File: src/hw/rtl/icmpbl_pkg.sv
`timescale 1ns / 1ps
`default_nettype none

package icmpbl_pkg;

    localparam int unsigned ADDR_W   = 32;
    localparam int unsigned TIME_W   = 32;
    localparam int unsigned EXPIRY_W = 31;
    localparam int unsigned CMD_W    = 2;
    localparam int unsigned PROTO_W  = 8;
    localparam int unsigned STATUS_W = 2;

    localparam logic [CMD_W-1:0] CMD_PACKET = 2'd0;
    localparam logic [CMD_W-1:0] CMD_ADD    = 2'd1;
    localparam logic [CMD_W-1:0] CMD_TICK   = 2'd2;
    localparam logic [CMD_W-1:0] CMD_CLEAR  = 2'd3;

    localparam logic [PROTO_W-1:0] PROTO_ICMP = 8'd1;

    localparam logic [STATUS_W-1:0] ST_OK      = 2'd0;
    localparam logic [STATUS_W-1:0] ST_INVALID = 2'd1;
    localparam logic [STATUS_W-1:0] ST_FULL    = 2'd2;

    localparam logic [EXPIRY_W-1:0] EXPIRY_RESET = 31'd60000;

    localparam logic [ADDR_W-1:0] ADDR_ALL_ONES  = 32'hFFFF_FFFF;
    localparam logic [ADDR_W-1:0] LOOPBACK_MASK  = 32'hFF00_0000;
    localparam logic [ADDR_W-1:0] LOOPBACK_NET   = 32'h7F00_0000;

    // operation broadcast to every cell for the item in flight
    typedef struct packed {
        logic              check;
        logic              add;
        logic              clear;
        logic [ADDR_W-1:0] address;
        logic [TIME_W-1:0] now;
    } cell_op_t;

    // token and running results handed from cell to cell
    typedef struct packed {
        logic vld;
        logic any_live;
        logic hit;
        logic placed;
    } carry_t;

    function automatic logic address_ok(input logic [ADDR_W-1:0] a);
        address_ok = (a != '0) && (a != ADDR_ALL_ONES)
                     && ((a & LOOPBACK_MASK) != LOOPBACK_NET);
    endfunction

endpackage

`default_nettype wire

File: src/hw/rtl/icmp_source_blocklist_with_aging_core.sv
// An input transfer launches a token that walks the chain of table cells one cell
//   per cycle; its result is registered as it leaves the last cell and then loaded
//   into the output register, and no new input is accepted until that load is done
// reset: synchronous active-low aresetn empties the table, zeroes the tick
//   counter, puts the filter in standby and loads expiry_reg with 60000
`timescale 1ns / 1ps
`default_nettype none

module icmp_source_blocklist_with_aging_core
    import icmpbl_pkg::*;
#(
    parameter int unsigned TABLE_ENTRIES = 16
) (
    input  wire logic                aclk,
    input  wire logic                aresetn,

    input  wire logic                s_tvalid,
    output logic                     s_tready,
    input  wire logic [39:0]         s_tdata,   // protocol[7:0], address[39:8]
    input  wire logic [1:0]          s_tuser,   // command[1:0]

    output logic                     m_tvalid,
    input  wire logic                m_tready,
    output logic [7:0]               m_tdata,   // verdict[0], status[2:1], zero[7:3]

    input  wire logic                cfg_valid,
    output logic                     cfg_ready,
    input  wire logic [EXPIRY_W-1:0] cfg_data
);

    typedef enum logic [2:0] {
        S_IDLE = 3'b001,
        S_RUN  = 3'b010,
        S_OUT  = 3'b100
    } state_t;

    state_t              state_reg, state_next;
    cell_op_t            op_reg;
    logic                start_reg;
    logic                is_add_reg, add_bad_reg, is_tick_reg;
    logic [TIME_W-1:0]   time_reg;
    logic                active_reg;
    logic [EXPIRY_W-1:0] expiry_reg;
    logic                res_verdict_reg;
    logic [STATUS_W-1:0] res_status_reg, status_next;
    logic                m_tvalid_reg;
    logic [7:0]          m_tdata_reg;

    carry_t              chain [TABLE_ENTRIES+1];

    logic                in_xfer;
    logic                done;
    logic                out_load;
    logic [CMD_W-1:0]    cmd_in;
    logic [PROTO_W-1:0]  proto_in;
    logic [ADDR_W-1:0]   addr_in;

    assign cmd_in   = s_tuser;
    assign proto_in = s_tdata[7:0];
    assign addr_in  = s_tdata[39:8];

    assign s_tready  = (state_reg == S_IDLE);
    assign in_xfer   = s_tvalid && s_tready;
    assign cfg_ready = 1'b1;
    assign done      = chain[TABLE_ENTRIES].vld;
    assign out_load  = (state_reg == S_OUT) && (!m_tvalid_reg || m_tready);

    assign chain[0] = '{vld: start_reg, any_live: 1'b0, hit: 1'b0, placed: 1'b0};

    for (genvar g = 0; g < TABLE_ENTRIES; g++) begin : g_cell
        icmpbl_cell u_cell (
            .aclk      (aclk),
            .aresetn   (aresetn),
            .op        (op_reg),
            .expiry    (expiry_reg),
            .carry_in  (chain[g]),
            .carry_out (chain[g+1])
        );
    end

    always_comb begin
        state_next = state_reg;
        unique case (state_reg)
            S_IDLE: if (in_xfer) state_next = S_RUN;
            S_RUN:  if (done) state_next = S_OUT;
            S_OUT:  if (out_load) state_next = S_IDLE;
            default: state_next = S_IDLE;
        endcase
    end

    always_comb begin
        status_next = ST_OK;
        if (is_add_reg) begin
            if (add_bad_reg) begin
                status_next = ST_INVALID;
            end else if (!chain[TABLE_ENTRIES].placed) begin
                status_next = ST_FULL;
            end
        end
    end

    always_ff @(posedge aclk) begin
        if (!aresetn) begin
            state_reg    <= S_IDLE;
            start_reg    <= 1'b0;
            time_reg     <= '0;
            active_reg   <= 1'b0;
            expiry_reg   <= EXPIRY_RESET;
            m_tvalid_reg <= 1'b0;
        end else begin
            state_reg <= state_next;
            start_reg <= in_xfer;
            if (cfg_valid && cfg_ready) begin
                expiry_reg <= cfg_data;
            end
            if (done) begin
                if (is_tick_reg) begin
                    time_reg <= time_reg + 1'b1;
                end
                if (op_reg.check && !chain[TABLE_ENTRIES].any_live) begin
                    active_reg <= 1'b0;
                end else if (op_reg.add && chain[TABLE_ENTRIES].placed) begin
                    active_reg <= 1'b1;
                end
            end
            if (out_load) begin
                m_tvalid_reg <= 1'b1;
            end else if (m_tready) begin
                m_tvalid_reg <= 1'b0;
            end
        end
    end

    always_ff @(posedge aclk) begin
        if (in_xfer) begin
            op_reg.check   <= (cmd_in == CMD_PACKET) && active_reg && (proto_in == PROTO_ICMP);
            op_reg.add     <= (cmd_in == CMD_ADD) && address_ok(addr_in);
            op_reg.clear   <= (cmd_in == CMD_CLEAR);
            op_reg.address <= addr_in;
            op_reg.now     <= time_reg;
            is_add_reg     <= (cmd_in == CMD_ADD);
            add_bad_reg    <= !address_ok(addr_in);
            is_tick_reg    <= (cmd_in == CMD_TICK);
        end
        if (done) begin
            res_verdict_reg <= chain[TABLE_ENTRIES].hit;
            res_status_reg  <= status_next;
        end
        if (out_load) begin
            m_tdata_reg <= {5'b0, res_status_reg, res_verdict_reg};
        end
    end

    assign m_tvalid = m_tvalid_reg;
    assign m_tdata  = m_tdata_reg;

    a_done_in_run: assert property (@(posedge aclk) disable iff (!aresetn)
        done |-> (state_reg == S_RUN))
        else $error("chain token left the last cell outside of run");

    a_start_after_xfer: assert property (@(posedge aclk) disable iff (!aresetn)
        in_xfer |=> start_reg && (state_reg == S_RUN))
        else $error("input transfer did not launch a token");

    a_verdict_status: assert property (@(posedge aclk) disable iff (!aresetn)
        m_tvalid |-> !(m_tdata[0] && (m_tdata[2:1] != ST_OK)))
        else $error("drop verdict together with a nonzero status");

    a_add_activates: assert property (@(posedge aclk) disable iff (!aresetn)
        (done && op_reg.add && chain[TABLE_ENTRIES].placed) |=> active_reg)
        else $error("successful add left the filter in standby");

endmodule

`default_nettype wire

File: src/hw/rtl/icmpbl_cell.sv
`timescale 1ns / 1ps
`default_nettype none

module icmpbl_cell
    import icmpbl_pkg::*;
(
    input  wire logic                aclk,
    input  wire logic                aresetn,
    input  wire cell_op_t            op,
    input  wire logic [EXPIRY_W-1:0] expiry,
    input  wire carry_t              carry_in,
    output carry_t                   carry_out
);

    logic              valid_reg, valid_next;
    logic [ADDR_W-1:0] addr_reg;
    logic [TIME_W-1:0] stamp_reg;
    carry_t            carry_reg, carry_next;
    logic [TIME_W-1:0] age;
    logic              live;
    logic              take;

    assign age  = op.now - stamp_reg;
    assign live = valid_reg && (age <= {1'b0, expiry});
    assign take = carry_in.vld && op.add && !carry_in.placed && !live;

    always_comb begin
        carry_next.vld      = carry_in.vld;
        carry_next.any_live = carry_in.any_live | (op.check & live);
        carry_next.hit      = carry_in.hit | (op.check & live & (addr_reg == op.address));
        carry_next.placed   = carry_in.placed | (op.add & !live);

        valid_next = valid_reg;
        if (carry_in.vld) begin
            if (op.clear) begin
                valid_next = 1'b0;
            end else if (op.check && valid_reg && !live) begin
                valid_next = 1'b0;
            end else if (take) begin
                valid_next = 1'b1;
            end
        end
    end

    always_ff @(posedge aclk) begin
        if (!aresetn) begin
            valid_reg <= 1'b0;
            carry_reg <= '0;
        end else begin
            valid_reg <= valid_next;
            carry_reg <= carry_next;
        end
    end

    always_ff @(posedge aclk) begin
        if (take) begin
            addr_reg  <= op.address;
            stamp_reg <= op.now;
        end
    end

    assign carry_out = carry_reg;

endmodule

`default_nettype wire
File: config.mk
export PLATFORM = sky130hd
export DESIGN_NAME = icmp_source_blocklist_with_aging_core
export DESIGN_NICKNAME = d
export VERILOG_FILES = /design/src/hw/rtl/icmpbl_pkg.sv /design/src/hw/rtl/icmp_source_blocklist_with_aging_core.sv /design/src/hw/rtl/icmpbl_cell.sv
export SDC_FILE = /design/constraint.sdc
export NUM_CORES = 2
export LEC_CHECK = 0
export BUFFER_PORTS_ARGS = -buffer_cell sky130_fd_sc_hd__buf_2
export CAP_MARGIN = 20
export CELL_PAD_IN_SITES_DETAIL_PLACEMENT = 0
export CELL_PAD_IN_SITES_GLOBAL_PLACEMENT = 1
export CORE_UTILIZATION = 47
export DETAILED_ROUTE_END_ITERATION = 8
export HOLD_SLACK_MARGIN = 0.1
export PLACE_DENSITY = 0.79
export SLEW_MARGIN = 20
export SYNTH_ARGS = -nofsm -noshare
export SYNTH_HDL_FRONTEND = slang
export SYNTH_HIERARCHICAL = 1
export SYNTH_SLANG_ARGS = --single-unit
export TNS_END_PERCENT = 10
File: constraint.sdc
create_clock -name aclk -period 8.05 [get_ports aclk]
set_input_delay 1.2075 -clock aclk [delete_from_list [all_inputs] [get_ports aclk]]
set_output_delay 1.2075 -clock aclk [all_outputs]
set_load 0.1 [all_outputs]
---- Yosys cells after proc, flatten, opt, wreduce, memory -nomap -nowiden ----
Cells that the tools add are included.
storage, ports and cells
  bits in registers ....................... 1249
  input bits .............................. 78
  output and inout port bits .............. 11
  logic and storage cells ................. 522
cells by class
  $add $sub $neg .......................... 17
  magnitude comparators ................... 16
  equality and inequality tests ........... 28
  muxes and demuxes ....................... 58
  bitwise logic cells ..................... 94
  reduce and logical (&&, ||, !) cells .... 179
operators with widths
  operator                                                          count
  32-bit == test                                                    16
  32-bit by 31-bit <= comparator with 1-bit output                  16
  32-bit subtractor                                                 16
  1-bit logical AND                                                 104
  1-bit two-way mux                                                 53
  1-bit AND                                                         48
  3-bit nonzero test                                                16
  1-bit OR                                                          45
  2-bit AND reduction                                               18
  1-bit logical NOT                                                 34
  32-bit by 1-bit adder with 32-bit output (second input constant)  1
  32-bit != test (second input constant)                            1
  32-bit nonzero test                                               1
  3-bit two-way mux                                                 3
  3-bit case mux with 3 select lines                                1
  8-bit by 1-bit == test with 1-bit output (second input constant)  1
  8-bit by 7-bit != test with 1-bit output (second input constant)  1
  2-bit == test (second input constant)                             2
  2-bit by 1-bit != test with 1-bit output (second input constant)  2
  2-bit nonzero test                                                2
  3-bit by 1-bit == test with 1-bit output (second input constant)  1
  3-bit by 2-bit == test with 1-bit output (second input constant)  1
  3-bit == test (second input constant)                             1
  3-bit AND reduction                                               1
  7 further kinds                                                   7

---- Logic depth before layout (Yosys ltp) ----
  word-level depth ........................ 8
  depth in mapped cells ................... 22

---- Modules after synthesis ----
Netlist, hierarchy kept.
by module, submodules not included
  module                                 times used  cells an instance  area each (um2)  seq. area each (um2)
  icmpbl_cell (g_cell[10].u_cell ...)    7           472                4947.2           2021.9
  icmpbl_cell (g_cell[6].u_cell ...)     4           474                4912.2           2021.9
  icmpbl_cell (g_cell[0].u_cell ...)     3           493                4957.3           2021.9
  icmp_source_blocklist_with_aging_core  1           430                5454.0           3663.5
  icmpbl_cell (g_cell[5].u_cell)         1           472                4923.5           2021.9
  icmpbl_cell (g_cell[11].u_cell)        1           464                4890.9           2021.9

---- Worst setup path after synthesis ----
OpenSTA, ideal clock, no wires.
  kind .................................... flip-flop to flip-flop
  start ................................... register op_reg[1] (netlist name)
  end ..................................... register g_cell[10].u_cell.addr_reg[0], enable pin
  arrival ................................. 7.409 ns
  data required time ...................... 7.543 ns
  slack ................................... 0.134 ns
  cell stages (with the launch flop) ...... 21
  path buffers ............................ 0
  cells stage by stage .................... edfxtp_1 -> inv_1 -> fa_1 -> nor2b_1 -> o31a_1 -> a41oi_2 -> o21bai_2 -> a41oi_2 -> o21ai_2 -> and2_1 -> nor2_1 -> xnor2_1 -> ha_1 -> nand4_1 -> nor3_1 -> nand2_1 -> o21ai_0 -> a2111oi_0 -> nor4_1 -> o221ai_2 -> a21oi_1
between the ends
  word-level cells in the longest chain between the ends .. 5
ends and longest elaborated chain
  element                                           line                                         RTL
  start, declared                                   icmp_source_blocklist_with_aging_core.sv:38  cell_op_t op_reg;
  32-bit subtractor                                 icmpbl_cell.sv:23                            assign age = op.now - stamp_reg;
  32-bit by 31-bit <= comparator with 1-bit output  icmpbl_cell.sv:24                            assign live = valid_reg && (age <= {1'b0, expiry});
  1-bit logical AND                                 icmpbl_cell.sv:24
  1-bit logical NOT                                 icmpbl_cell.sv:25                            assign take = carry_in.vld && op.add && !carry_in.placed && !live;
  1-bit logical AND                                 icmpbl_cell.sv:25
  via g_cell[10].u_cell.take                        icmpbl_cell.sv:21                            logic take;
  end signal, assigned                              icmpbl_cell.sv:57                            addr_reg <= op.address;
  end, declared                                     icmpbl_cell.sv:16                            logic [ADDR_W-1:0] addr_reg;
The timed path passes the listed nets, and every way through them passes these cells.
A chain may end at the register's enable or synchronous reset.

---- Worst setup path after layout ----
  start ................................... register op_reg[0] (netlist name)
  end ..................................... register g_cell[9].u_cell.stamp_reg[5], enable pin
between the ends
  word-level cells in the longest chain between the ends .. 5
ends and longest elaborated chain
  element                                           line               RTL
  32-bit subtractor                                 icmpbl_cell.sv:23
  32-bit by 31-bit <= comparator with 1-bit output  icmpbl_cell.sv:24
  1-bit logical AND                                 icmpbl_cell.sv:24
  1-bit logical NOT                                 icmpbl_cell.sv:25
  1-bit logical AND                                 icmpbl_cell.sv:25
  via g_cell[9].u_cell.take                         icmpbl_cell.sv:21
  end signal, assigned                              icmpbl_cell.sv:58  stamp_reg <= op.now;
  end, declared                                     icmpbl_cell.sv:17  logic [TIME_W-1:0] stamp_reg;
The timed path passes the listed nets, and every way through them passes these cells.

==> metrics.md <==
| Metric | Value |
|---|---|
| Slew headroom | 0.207 |
| Actual slew at the worst max-slew pin | 1.19 ns |
| Die area | 181,000 µm² |
| Fin area | 93,500 µm² |
| Clock Latency Late Sink | 0.82 ns |
| FFs w/ async S/R, synth | 0 |
| Non-Filler Instances | 10,900 |
| Status | finished clean |
| H-tree depth | 4 |
| Initial core utilization | 0.473 |
| Hold Vio Cnt, Final | 0 |
| Power per cell area | 178 nW/µm² |
| Layout cells sized above 1 | 0.0851 |
| Row count | 155 |
| Critical path fanouts, max | 38 |
| Total CTS buffers | 141 |
| Core area | 178,000 µm² |
| Post-route setup slack | 1.25 ns |
| Drc violations | 0 |
| Highest clock rate | 147 MHz |
| Hold buffers post-CTS | 0 |
| 1st-iter DRT viols | 5,126 |
| GRT Overall Usage | 0.277 |
| Routed wire per std cell | 23.4 µm |
| Critical Path RT | 8.50 ns |
| Vias in the first global route | 59,800 |
| Chip Height | 426 µm |
| RR Endpoint | g_cell[9].u_cell/stamp_reg[5] |
| Clock-pin slew on the worst setup and hold paths | 0.06 ns |
| Largest net degree at the start of global routing | 71 |
| First-pass GRT wire length | 374 mm |
| Post-Syn Area | 84,400 µm² |
| Arr. time, crit path | 7.25 ns |
| #FFs+latches synth | 1,249 |
| Reg-to-Reg Start | op_reg[0] |
| TritonCTS clock tree | yes |
| LEAKAGE | 39.1 nW |
| Setup Fix Bufs, Post-CTS | 0 |
| Startpoint types | flip-flop |
| Clock sink count | 1,249 |
| Setup-failing EPs final | 0 |
| Ys Warns | 6 |
| Util after Layout | 0.524 |
| Gp weighted congestion | 0.898 |
| Clk root buf | clkbuf_16 |
| Type of the tightest min-delay check | flip-flop to flip-flop |
| IO buf count | 82 |
| Syn Area/Cell | 10.5 µm² |
| Via count of the routed design | 62,800 |
| Final hold slack | 0.412 ns |
| Cell Area, Placed | 89,100 µm² |
| Layout area overhead | 10.8% |
| Worst setup path end | g_cell[9].u_cell/stamp_reg[5] |
| Post-Synthesis Cells | 8,045 |
| Seq/Total Area, Yosys | 0.427 |
| Count of cell types in the netlist | 108 |
| Max-slew violations | 0 |
| Clock tree buffer depth | 3 |
| Unrepaired setup endpoints after global routing | no |
| Top FF cell, synth | edfxtp_1 |
| HP Start | g_cell[15].u_cell/carry_out[1] |
| Post-place setup slack | 1.38 ns |
| Placed insts | 10,600 |
| GRT Residual Overflow | 0 |
| Critical path class | flip-flop to flip-flop |
| # resized after CTS | 0 |
| VDD IR max | 0.222 mV |
| Final worst path period share | 0.845 |
| Period minus WS final | 6.80 ns |
| Crit end category | flip-flop |
| Critical Path Source | op_reg[0] |
| Post-Route WL | 254 mm |
| Setup_tns | 0 ns |
| Fin nets | 9,478 |
| Via density | 5.78 |
| Post-route antenna net violation count | 0 |
| Max cap viols | 0 |
| FF-to-FF setup slack | 1.25 ns |
| Die Span X | 426 µm |
| First-pass DRT Iterations | 8 |
| Cells on worst reg2reg path | 22 |
| I/O pins | 89 |
| Pwr Total | 16.7 mW |
| Detailed Place HPWL | 169 mm |
| Number of synthesized flops with an enable pin | 1,100 |
| Setup Skew | 0.0349 ns |
| Initial antenna violation count | 13 |
placed cells by master (no fill, tap or decap), types with 145 or more instances in the layout:
master and n:
nand4_1 214, inv_1 1126, edfxtp_1 1100, nor2_1 273, ha_1 993, xnor2_1 510, nand2_1 534, a21o_1 298
dfxtp_1 147, a21oi_1 567, buf_4 156, xor2_1 443, nor4_1 145, o21ai_0 246
Yosys cell counts, drive strengths merged, types with 41 or more instances:
cell type	number	area share
inv	1127	0.050
edfxtp	1100	0.39
ha	993	0.15
a21oi	604	0.037
nand2	534	0.024
xnor2	510	0.053
xor2	443	0.046
o21ai	309	0.020
a21o	299	0.027
nor2	276	0.012
nand4	224	0.018
dfxtp	149	0.035
nor4	145	0.011
nand3	119	0.0071
o21a	105	0.0093
nor3	74	0.0046
a211oi	73	0.0074
nand2b	73	0.0054
o211ai	70	0.0068
and2	65	0.0051
nor2b	59	0.0045
a31oi	55	0.0044
and3	49	0.0036
a41oi	41	0.0065
cell type report:
| cell class | count | area (µm²) |
|---|---|---|
| Inverter | 1127 | 4230 |
| Clock inverter | 63 | 626 |
| Clock buffer | 188 | 3800 |
| Fill cell | 15700 | 84900 |
| Antenna cell | 2 | 5.00 |
| Sequential cell | 1249 | 36000 |
| Timing Repair Buffer | 251 | 1860 |
| Multi-Input combinational cell | 5621 | 44000 |
| Tap cell | 2355 | 2950 |
routing by layer:
| metal | GRT usage | vias to the layer above | wire length (µm) |
|---|---|---|---|
| li1 | - | 29900 | - |
| met1 | 0.366 | 30400 | 110000 |
| met2 | 0.454 | 1977 | 117000 |
| met3 | 0.0340 | 491 | 14900 |
| met4 | 0.124 | 0 | 12200 |
| met5 | 0 | - | 0 |
cells by family after synthesis:
| group | count (synthesis) | synth area share |
|---|---|---|
| adders and majority gates | 1009 | 0.151 |
| buffers and inverters | 1183 | 0.0538 |
| DFF | 1249 | 0.427 |
| xor gates and xnor gates | 953 | 0.0989 |
| other | 2 | 0.0000890 |
| muxes | 39 | 0.00467 |
| AOI/OAI and AO/OA | 1879 | 0.159 |
| and+or+nand+nor | 1731 | 0.106 |
worst max-delay path, stage by stage, from the launching register on:
cell	delay, ns
edfxtp_1	0.82
inv_1	0.11
ha_1	0.26
fa_1	0.41
nor2b_1	0.18
o2111ai_1	0.16
a31oi_1	0.25
o21ai_1	0.17
o211ai_1	0.25
o21ai_2	0.15
o2111ai_1	0.24
a21oi_1	0.11
xnor2_1	0.15
ha_1	0.29
nand3_1	0.16
or4_1	0.55
nor4_1	0.27
a221oi_1	0.13
a21oi_1	0.25
nor2_1	0.11
o211ai_2	0.12
and2_2	0.79
buf_4	0.48
report_power, final:
group	leakage, nW	switching (mW)	internal (mW)
Clock	2.14	2.74	3.56
Combinational	25.7	1.95	1.21
Sequential	11.2	0.0820	7.12
worst min-delay path by stage:
stage                                  to  cells after the start
after floorplan           res_verdict_reg                      0
after global placement    res_verdict_reg                      0
after CTS                      m_tdata[1]                      0
after global routing           m_tdata[1]                      0
final                     res_verdict_reg                      0
after detailed placement  res_verdict_reg                      0
No activity file was read; power rests on OpenSTA's default activity.
